==> src/sv/hcp_pkg.sv <==
// Shared types, character constants and helper functions for the hex command
// parser bus bridge. No dependencies; every other file imports this package.
package hcp_pkg;

    typedef enum logic [1:0] {
        CMD_NONE   = 2'd0,
        CMD_RESET  = 2'd1,
        CMD_SINGLE = 2'd2,
        CMD_PAGE   = 2'd3
    } cmd_t;

    // Parser states: idle, after each first letter, then one state per
    // expected address digit of a single read or a page read.
    typedef enum logic [3:0] {
        ST_IDLE = 4'd0,
        ST_X    = 4'd1,
        ST_S    = 4'd2,
        ST_P    = 4'd3,
        ST_SR0  = 4'd4,
        ST_SR1  = 4'd5,
        ST_SR2  = 4'd6,
        ST_SR3  = 4'd7,
        ST_SR4  = 4'd8,
        ST_SR5  = 4'd9,
        ST_SR6  = 4'd10,
        ST_SR7  = 4'd11,
        ST_PR0  = 4'd12,
        ST_PR1  = 4'd13,
        ST_PR2  = 4'd14,
        ST_PR3  = 4'd15
    } parse_state_t;

    localparam logic [7:0] CH_X  = 8'h58;
    localparam logic [7:0] CH_S  = 8'h53;
    localparam logic [7:0] CH_P  = 8'h50;
    localparam logic [7:0] CH_R  = 8'h52;
    localparam logic [7:0] CH_0  = 8'h30;
    localparam logic [7:0] CH_9  = 8'h39;
    localparam logic [7:0] CH_UA = 8'h41;
    localparam logic [7:0] CH_UF = 8'h46;
    localparam logic [7:0] CH_LA = 8'h61;
    localparam logic [7:0] CH_LF = 8'h66;

    localparam logic [1:0] BEAT_FIRST = 2'd0;
    localparam logic [1:0] BEAT_LAST  = 2'd3;

    // One pending piece of output work handed from the parser to the emitter.
    typedef struct packed {
        logic        is_hex;
        cmd_t        cmd;
        logic [31:0] addr;
        logic        lvl;
        logic        has_char;
        logic [7:0]  tx_char;
        logic [15:0] data;
    } job_t;

    // Any byte that is not a hex digit counts as zero.
    function automatic logic [3:0] digit_value(input logic [7:0] c);
        logic [3:0] d;
        d = 4'd0;
        if (c inside {[CH_0:CH_9]}) begin
            d = 4'(c - CH_0);
        end
        else if (c inside {[CH_UA:CH_UF]}) begin
            d = 4'(c - CH_UA + 8'd10);
        end
        else if (c inside {[CH_LA:CH_LF]}) begin
            d = 4'(c - CH_LA + 8'd10);
        end
        return d;
    endfunction

    function automatic logic [7:0] hex_char(input logic [3:0] nib);
        logic [7:0] ch;
        if (nib < 4'd10) begin
            ch = CH_0 + {4'd0, nib};
        end
        else begin
            ch = CH_UA + {4'd0, nib} - 8'd10;
        end
        return ch;
    endfunction

endpackage

==> src/sv/hex_command_parser_bus_bridge_unit.sv <==
// Hex command parser bus bridge, top level.
// A word accepted at the input is registered, then parsed into the result register.
// Throughput: one command byte per cycle while the result register can take a job;
// a read-data word holds the result register for four hex character words, one
// per cycle while result_stall is low, set by the beat counter.
// Reset (rst_n, asynchronous, active low): parser idle, address zero, no words held.
module hex_command_parser_bus_bridge_unit
    import hcp_pkg::*;
(
    input  logic        clk,
    input  logic        rst_n,
    input  logic        item_valid,
    output logic        item_stall,
    input  logic        func,
    input  logic [7:0]  rx_byte,
    input  logic [15:0] read_data,
    output logic        result_valid,
    input  logic        result_stall,
    output logic [1:0]  cmd,
    output logic [31:0] bus_address,
    output logic        reset_level,
    output logic        has_char,
    output logic [7:0]  tx_char,
    output logic        last
);

    // The input register decouples the upstream handshake from the parser. It
    // drains whenever the result register is empty or is sending its final word,
    // so a new word is taken while a finished result still waits downstream.
    logic        in_vld_reg;
    logic        in_vld_next;
    logic        func_reg;
    logic [7:0]  byte_reg;
    logic [15:0] data_reg;
    logic        in_accept;
    logic        advance;
    logic        job_free;
    logic        job_valid;
    job_t        job;

    assign advance    = in_vld_reg && job_free;
    assign item_stall = in_vld_reg && !advance;
    assign in_accept  = item_valid && !item_stall;

    always_comb
    begin
        in_vld_next = in_vld_reg;
        if (in_accept) begin
            in_vld_next = 1'b1;
        end
        else if (advance) begin
            in_vld_next = 1'b0;
        end
    end

    always_ff @(posedge clk or negedge rst_n)
    begin
        if (!rst_n) begin
            in_vld_reg <= 1'b0;
        end
        else begin
            in_vld_reg <= in_vld_next;
        end
    end

    always_ff @(posedge clk)
    begin
        if (in_accept) begin
            func_reg <= func;
            byte_reg <= rx_byte;
            data_reg <= read_data;
        end
    end

    // The parser steps once per word taken out of the input register; command bytes
    // that complete no command update the state and produce no job.
    hcp_parser u_parser (
        .clk       (clk),
        .rst_n     (rst_n),
        .step      (advance),
        .func      (func_reg),
        .rx_byte   (byte_reg),
        .read_data (data_reg),
        .job_valid (job_valid),
        .job       (job)
    );

    hcp_emitter u_emitter (
        .clk          (clk),
        .rst_n        (rst_n),
        .load         (advance && job_valid),
        .job_in       (job),
        .job_free     (job_free),
        .result_valid (result_valid),
        .result_stall (result_stall),
        .cmd          (cmd),
        .bus_address  (bus_address),
        .reset_level  (reset_level),
        .has_char     (has_char),
        .tx_char      (tx_char),
        .last         (last)
    );

endmodule

==> src/sv/hcp_parser.sv <==
// Command parser: holds the parse state and address accumulator and turns
// each stepped word into at most one output job. Depends on hcp_pkg.
module hcp_parser
    import hcp_pkg::*;
(
    input  logic        clk,
    input  logic        rst_n,
    input  logic        step,
    input  logic        func,
    input  logic [7:0]  rx_byte,
    input  logic [15:0] read_data,
    output logic        job_valid,
    output job_t        job
);

    parse_state_t state_reg;
    parse_state_t state_next;
    logic [31:0]  accum_reg;
    logic [31:0]  accum_next;
    logic [3:0]   digit;
    logic [31:0]  shifted;

    assign digit   = digit_value(rx_byte);
    assign shifted = {accum_reg[27:0], digit};

    always_comb
    begin
        state_next = state_reg;
        accum_next = accum_reg;
        job_valid  = 1'b0;
        job        = '0;
        if (func) begin
            // Read data leaves the parser untouched and always yields four characters.
            job_valid    = 1'b1;
            job.is_hex   = 1'b1;
            job.cmd      = CMD_NONE;
            job.has_char = 1'b1;
            job.data     = read_data;
        end
        else begin
            case (state_reg)
                ST_IDLE:
                begin
                    if (rx_byte == CH_X) begin
                        state_next = ST_X;
                    end
                    else if (rx_byte == CH_S) begin
                        state_next = ST_S;
                    end
                    else if (rx_byte == CH_P) begin
                        state_next = ST_P;
                    end
                end
                ST_X:
                begin
                    state_next   = ST_IDLE;
                    job_valid    = 1'b1;
                    job.cmd      = CMD_RESET;
                    job.lvl      = digit[0];
                    job.has_char = 1'b1;
                    job.tx_char  = CH_0 + {7'd0, digit[0]};
                end
                ST_S:
                begin
                    state_next = (rx_byte == CH_R) ? ST_SR0 : ST_IDLE;
                    accum_next = '0;
                end
                ST_P:
                begin
                    state_next = (rx_byte == CH_R) ? ST_PR0 : ST_IDLE;
                    accum_next = '0;
                end
                ST_SR7:
                begin
                    accum_next = shifted;
                    state_next = ST_IDLE;
                    job_valid  = 1'b1;
                    job.cmd    = CMD_SINGLE;
                    job.addr   = shifted;
                end
                ST_PR3:
                begin
                    accum_next = shifted;
                    state_next = ST_IDLE;
                    job_valid  = 1'b1;
                    job.cmd    = CMD_PAGE;
                    job.addr   = {shifted[15:1], 17'd0};
                end
                default:
                begin
                    accum_next = shifted;
                    state_next = parse_state_t'(4'(state_reg) + 4'd1);
                end
            endcase
        end
    end

    always_ff @(posedge clk or negedge rst_n)
    begin
        if (!rst_n) begin
            state_reg <= ST_IDLE;
            accum_reg <= '0;
        end
        else if (step) begin
            state_reg <= state_next;
            accum_reg <= accum_next;
        end
    end

`ifndef NO_ASSERTIONS
    a_page_low_zero: assert property (@(posedge clk) disable iff (!rst_n)
        job_valid && job.cmd == CMD_PAGE |-> job.addr[16:0] == 17'd0)
        else $error("page read address has low bits set");

    a_data_keeps_state: assert property (@(posedge clk) disable iff (!rst_n)
        step && func |=> state_reg == $past(state_reg) && accum_reg == $past(accum_reg))
        else $error("read data disturbed the parser");

    a_cmd_returns_idle: assert property (@(posedge clk) disable iff (!rst_n)
        step && job_valid && !func |=> state_reg == ST_IDLE)
        else $error("parser not idle after a completed command");
`endif

endmodule

==> src/sv/hcp_emitter.sv <==
// Result register and beat sequencer: holds one job and presents it as one
// result word, or as four hex character words for read data. Depends on hcp_pkg.
module hcp_emitter
    import hcp_pkg::*;
(
    input  logic        clk,
    input  logic        rst_n,
    input  logic        load,
    input  job_t        job_in,
    output logic        job_free,
    output logic        result_valid,
    input  logic        result_stall,
    output logic [1:0]  cmd,
    output logic [31:0] bus_address,
    output logic        reset_level,
    output logic        has_char,
    output logic [7:0]  tx_char,
    output logic        last
);

    logic       job_vld_reg;
    logic       job_vld_next;
    job_t       job_reg;
    logic [1:0] beat_reg;
    logic [1:0] beat_next;
    logic       out_fire;
    logic       is_last;
    logic [3:0] nib;

    assign out_fire = job_vld_reg && !result_stall;
    assign is_last  = !job_reg.is_hex || (beat_reg == BEAT_LAST);
    assign job_free = !job_vld_reg || (out_fire && is_last);

    always_comb
    begin
        job_vld_next = job_vld_reg;
        beat_next    = beat_reg;
        if (load) begin
            job_vld_next = 1'b1;
            beat_next    = BEAT_FIRST;
        end
        else if (out_fire && is_last) begin
            job_vld_next = 1'b0;
        end
        else if (out_fire) begin
            beat_next = beat_reg + 2'd1;
        end
    end

    always_ff @(posedge clk or negedge rst_n)
    begin
        if (!rst_n) begin
            job_vld_reg <= 1'b0;
            beat_reg    <= BEAT_FIRST;
        end
        else begin
            job_vld_reg <= job_vld_next;
            beat_reg    <= beat_next;
        end
    end

    always_ff @(posedge clk)
    begin
        if (load) begin
            job_reg <= job_in;
        end
    end

    // Most significant nibble goes out first.
    always_comb
    begin
        case (beat_reg)
            2'd0:    nib = job_reg.data[15:12];
            2'd1:    nib = job_reg.data[11:8];
            2'd2:    nib = job_reg.data[7:4];
            default: nib = job_reg.data[3:0];
        endcase
    end

    assign result_valid = job_vld_reg;
    assign cmd          = job_reg.cmd;
    assign bus_address  = job_reg.addr;
    assign reset_level  = job_reg.lvl;
    assign has_char     = job_reg.has_char;
    assign tx_char      = job_reg.is_hex ? hex_char(nib) : job_reg.tx_char;
    assign last         = is_last;

`ifndef NO_ASSERTIONS
    a_beat_only_hex: assert property (@(posedge clk) disable iff (!rst_n)
        job_vld_reg && !job_reg.is_hex |-> beat_reg == BEAT_FIRST)
        else $error("beat count moved on a single-word job");

    a_hex_continues: assert property (@(posedge clk) disable iff (!rst_n)
        out_fire && !is_last |=> result_valid)
        else $error("hex character sequence broken");

    a_no_overwrite: assert property (@(posedge clk) disable iff (!rst_n)
        load |-> job_free)
        else $error("job loaded over a pending result");
`endif

endmodule
==> config.mk <==
export PLATFORM = sky130hd
export DESIGN_NAME = hex_command_parser_bus_bridge_unit
export DESIGN_NICKNAME = d
export VERILOG_FILES = /design/src/sv/hcp_pkg.sv /design/src/sv/hex_command_parser_bus_bridge_unit.sv /design/src/sv/hcp_parser.sv /design/src/sv/hcp_emitter.sv
export SDC_FILE = /design/constraint.sdc
export NUM_CORES = 1
export LEC_CHECK = 0
export BUFFER_PORTS_ARGS = -buffer_cell sky130_fd_sc_hd__clkbuf_2
export CORE_MARGIN = 2
export CORE_UTILIZATION = 30
export CTS_CLUSTER_SIZE = 30
export DETAILED_ROUTE_END_ITERATION = 12
export PLACE_DENSITY_LB_ADDON = 0.1
export SLEW_MARGIN = 20
export SYNTH_ARGS = -nofsm -noshare
export SYNTH_HDL_FRONTEND = slang
export SYNTH_SLANG_ARGS = --single-unit
==> constraint.sdc <==
create_clock -name clk -period 8.36 [get_ports clk]
set_input_delay 1.254 -clock clk [delete_from_list [all_inputs] [get_ports clk]]
set_output_delay 1.254 -clock clk [all_outputs]
set_load 0.005 [all_outputs]
==> results of run 1 <==
## routing by layer
layer  GRT usage (%)  routed length [um]
met5               0                   0
met4            4.64                 108
met3            4.70                 494
met2            19.2                5340
met1            17.9                5460
## cell type report
cell class	instances	area share, %
flip-flops and latches	115	52.2
well taps	225	4.49
clock inverters	7	1.42
inverters	23	1.38
repair buffers	76	6.15
clock buffers	25	8.61
multi-input cells	215	25.7
## per-stage QoR
| step | cell area (um2) | util, % | hold slack (ns) | std cells | setup WS (ns) |
|---|---|---|---|---|---|
| floorplan | 5300 | - | 0.472 | 403 | 2.13 |
| global placement | 5640 | 32.6 | 0.493 | 654 | 5.02 |
| finish | 6270 | 36.2 | 0.507 | 686 | 4.49 |
| global route | 6270 | 36.2 | 0.535 | 686 | 4.28 |
| CTS | 6270 | 36.2 | 0.509 | 686 | 4.43 |
| detailed placement | 5640 | 32.6 | 0.495 | 654 | 4.88 |
## worst reg2reg max path, stage by stage (launching register included)
cell      delay [ns]
dfrtp_1         0.40
ha_1            0.45
nor2b_4         0.08
o21a_2          0.30
a211oi_4        0.62
buf_4           0.61
## worst paths after layout
check / to / slack [ns] / cells past startpoint
max in group asynchronous: u_emitter.beat_reg[0] / 6.82 / 1
worst min register to register: u_parser.accum_reg[24] / 0.51 / 1
worst max register to register: u_emitter.bus_address[30] / 5.49 / 5
min in group asynchronous: u_parser.accum_reg[25] / 0.96 / 1
worst min-delay path: u_parser.accum_reg[24] / 0.51 / 1
worst max-delay path: tx_char[1] / 4.49 / 7
## cells by family (layout without fill, tap and decap cells)
family / Yosys count / count (layout) / synth area share [%]
AO/OA/AOI/OAI: 74 / 74 / 11.4
multiplexers: 17 / 17 / 3.26
other: 1 / 1 / 0.0707
AND/OR/NAND/NOR: 109 / 109 / 12.1
adder cells (fa/ha/maj): 13 / 13 / 3.07
XOR/XNOR: 1 / 1 / 0.165
flip-flops: 115 / 115 / 61.7
buffers and inverters: 73 / 131 / 8.14
## cells in the final DEF, fill, tap and decap left out, drive strengths merged, types with 2 or more instances in the layout
master and n:
nand2b 6, a31oi 4, o31ai 4, and2 28
buf 3, a21o 3, o22ai 2, or3 2
a21oi 9, clkinvlp 2, dfrtp 36, clkbuf 98
edfxtp 79, nor2b 5, a211oi 3, o32ai 6
or2 3, clkinv 3, o211ai 2, mux2 2
mux2i 15, inv 23, o21ai 4, nand2 15
nand3 4, a222oi 2, nor4b 3, ha 13
and3 2, bufinv 2, nand4 2, nor2 26
nor3 6, a32oi 2, a22o 25
## where the power goes
group          internal, mW  switching (mW)  leakage (nW)
clock                 0.506           0.247         0.302
sequential            0.761          0.0795          1.25
combinational         0.192           0.296         0.945
total                  1.46           0.622          2.50
==> flow_metrics.tcl, run 1 <==
set metrics [dict create \
    rsz0062_at_grt "false" \
    portBuffers 74 \
    drv_cap 0 \
    via_per_inst 4.64 \
    dieArea_um2 18800 \
    yosysUniqueCellTypes 60 \
    gp_congestion 0.798 \
    ys_warn_count 0 \
    vias 3186 \
    core.rowCount 48 \
    first_pass_iters 4 \
    synthTopCellsByArea "edfxtp_1 (45%), dfrtp_1 (17%), buf_4 (5.0%)" \
    slowest_delay_ns 0.45 \
    worstReg2RegStart "u_emitter.beat_reg[0]" \
    drive_above_1_share_pct 26.9 \
    synth_most_common_cell "edfxtp_1" \
    cts_setup_buffers 0 \
    clkTransAtPathRegs_ns 0.05 \
    regArea_um2 3270 \
    antenna_found_initial 0 \
    wirelength_um 11400 \
    synth.net_count 445 \
    syn-cell-area_um2 5300 \
    clock-sinks 115 \
    setup_tns_ns 0 \
    fillers 1709 \
    hp-start "u_parser.accum_reg[24]" \
    design_power_total_mw 2.08 \
    place_hpwl_um 7680 \
    finalHoldViolCount 0 \
    postRouteAntennaNets 0 \
    status "finished, final reports clean" \
    min_path_type "flop to flop" \
    grt_pass1_vias 3185 \
    critPathKind "flop to output pin" \
    slew_headroom_pct 30.2 \
    p_leak_nw 2.50 \
    synthFlopType "edfxtp_1" \
    cp-end-kind "output pin" \
    worstPathCellList "ha_1 -> a21oi_1 -> a32oi_1 -> inv_1 -> ha_1 -> a211oi_1 -> clkbuf_2" \
    synth.cells.most_frequent "edfxtp_1 (79), dfrtp_1 (36), buf_4 (35)" \
    ys_ff_latch 115 \
    power_density_nw_per_um2 332 \
    cp_common_cell "ha_1" \
    cts_hold_buf 0 \
    drv_slew 0 \
    htreeDepth 4 \
    num-nets-final 490 \
    io_pins 76 \
    crit_buf_inv 2 \
    die_w_um 137 \
    synthArstFlopShare_pct 31.3 \
    worstSetupStartpointType "flop" \
    drtIter0Drc 198 \
    finalSetupViolations 0 \
    required_ns 7.11 \
    syn_area_per_cell_um2 13.2 \
    clk_latency_ns 0.41 \
    die_y_um 137 \
    cts_buffer_depth 2 \
    yosysTopAreaCell "edfxtp_1" \
    cts-root-buf "clkbuf_16" \
    clock_skew_ns 0.00963 \
    yosys.area.top_type_share_pct 44.7 \
    period_needed_ns 3.87 \
    grt.overflow.total 0 \
    antenna_cells 0 \
    wire_per_inst_um 16.6 \
    finalCritPeriodShare_pct 46.3 \
    cp_max_fo 11 \
    post_cts_resized 0 \
    track_usage_pct 13.1 \
    largest_reg_flops 32 \
    cp_slowest_cell "ha_1" \
    worst_pin_slew_ns 1.04 \
    grt_max_degree 46 \
    peakVddDrop_mv 0.154 \
    drc 0 \
    cp_top_family "adder cells" \
    start_util_pct 30.7 \
    grt_pass1_wl_um 18100 \
    cts_buffers 17 \
    synth_seq_area_share_pct 61.7 \
    fmax_ghz 0.258 \
    cts_tree "yes" \
    multi_input_area_um2 1610 \
    area_growth_pct 18.2 \
    synth_edf_count 79 \
    core_um2 17300 \
    syn_inst 403 \
    cp.arrival_ns 2.62 \
    critPathLaunch "u_emitter.beat_reg[0]" \
]
No activity file was read; power rests on OpenSTA's default activity.
==> run 2: changes to the inputs <==
==> constraint.sdc (replaced) <==
create_clock -name clk -period 4.04 [get_ports clk]
set_input_delay 0.606 -clock clk [delete_from_list [all_inputs] [get_ports clk]]
set_output_delay 0.606 -clock clk [all_outputs]
set_load 0.005 [all_outputs]
==> flow_metrics.tcl, run 2 (synthesized netlist as in run 1, its figures left out) <==
set metrics [dict create \
    p_leak_nw 2.49 \
    critPathLaunch "u_emitter.beat_reg[0]" \
    cts_buffers 17 \
    clk_latency_ns 0.41 \
    postRouteAntennaNets 0 \
    num-nets-final 494 \
    final_cell_mix "edfxtp_1 (79), clkbuf_2 (73), dfrtp_1 (36)" \
    track_usage_pct 13.2 \
    portBuffers 74 \
    grt_max_degree 37 \
    crit_end "tx_char[6]" \
    slew_headroom_pct 36.4 \
    clkTransAtPathRegs_ns 0.05 \
    fillers 1694 \
    design_power_total_mw 4.18 \
    grt.overflow.total 0 \
    drv_cap 0 \
    ff2ff_path_depth 5 \
    cts_hold_buf 0 \
    required_ns 3.43 \
    rsz0062_at_grt "false" \
    place_hpwl_um 7980 \
    die_w_um 137 \
    worst_pin_slew_ns 0.951 \
    critPathKind "flop to output pin" \
    wirelength_um 11500 \
    cts_tree "yes" \
    start_util_pct 30.7 \
    drive_above_1_share_pct 26.7 \
    wire_per_inst_um 16.7 \
    die_y_um 137 \
    antenna_cells 0 \
    post_cts_resized 0 \
    io_pins 76 \
    cp_max_fo 11 \
    cp-end-kind "output pin" \
    first_pass_iters 6 \
    regArea_um2 3270 \
    setup_tns_ns 0 \
    worstReg2RegStart "u_emitter.beat_reg[0]" \
    final_common_cell "edfxtp_1" \
    cts-root-buf "clkbuf_16" \
    worstSetupStartpointType "flop" \
    vias 3182 \
    clock_skew_ns 0.00460 \
    dieArea_um2 18800 \
    finalHoldViolCount 0 \
    power_density_nw_per_um2 671 \
    gp_congestion 0.822 \
    htreeDepth 4 \
    core_um2 17300 \
    min_path_type "primary input to async pin" \
    multi_input_area_um2 1610 \
    grt_pass1_vias 3295 \
    grt_pass1_wl_um 18200 \
    finalSetupViolations 0 \
    cp.arrival_ns 2.65 \
    antenna_found_initial 0 \
    cts_setup_buffers 0 \
    cts_buffer_depth 2 \
    finalCritPeriodShare_pct 80.7 \
    drv_slew 0 \
    r2r_end "u_parser.accum_reg[19]" \
    r2r_slack_ns 1.67 \
    status "finished, final reports clean" \
    area_growth_pct 17.4 \
    via_per_inst 4.61 \
    drc 0 \
    peakVddDrop_mv 0.310 \
    drtIter0Drc 216 \
    largest_reg_flops 32 \
    fmax_ghz 0.307 \
    clock-sinks 115 \
    core.rowCount 48 \
    period_needed_ns 3.26 \
]
## run 2: routing by layer
layer | GRT usage (%) | routed length, um | vias to the layer above
met3 | 4.52 | 669 | 13
met1 | 17.8 | 5410 | 1543
met5 | 0 | 0 | -
li1 | - | - | 1536
met2 | 19.4 | 5250 | 90
met4 | 5.04 | 180 | 0
## run 2: worst max-delay path, stage by stage (launching register included)
cell and delay (ns):
dfrtp_1 0.40, ha_1 0.45, a21oi_1 0.08, a32oi_1 0.37, inv_1 0.13, ha_1 0.24
o21ai_0 0.27, nor2b_1 0.18, clkbuf_2 0.12
## run 2: through the flow
step	hold WS (ns)	util, %	area [um2]	setup slack [ns]	cells
after CTS	0.348	36.0	6230	0.737	690
after global routing	0.346	36.0	6230	0.506	690
final	0.337	36.0	6230	0.781	690
after global placement	0.488	32.8	5670	1.32	658
after floorplan	0.310	-	5310	0.399	403
after detailed placement	0.495	32.8	5670	1.19	658
## run 2: worst min-delay path by stage
stage                             endpoint  cells after the start                   start
floorplan                       in_vld_reg                      0                   rst_n
global placement    u_parser.accum_reg[26]                      1  u_parser.accum_reg[26]
detailed placement  u_parser.accum_reg[26]                      1  u_parser.accum_reg[26]
CTS                            byte_reg[2]                      1              rx_byte[2]
global route                      func_reg                      1                    func
finish              u_parser.accum_reg[25]                      1                   rst_n
## run 2: power breakdown
group | switching, mW | internal, mW | leakage (nW)
Clock | 0.492 | 0.921 | 0.276
Combinational | 0.602 | 0.412 | 0.964
Sequential | 0.174 | 1.57 | 1.25
## run 2: area by class of cell
type | count | area share [%]
clock inverters | 5 | 0.764
clock buffers | 27 | 8.24
multi-input cells | 215 | 25.9
well taps | 225 | 4.52
flip-flops and latches | 115 | 52.6
repair buffers | 80 | 6.67
inverters | 23 | 1.39
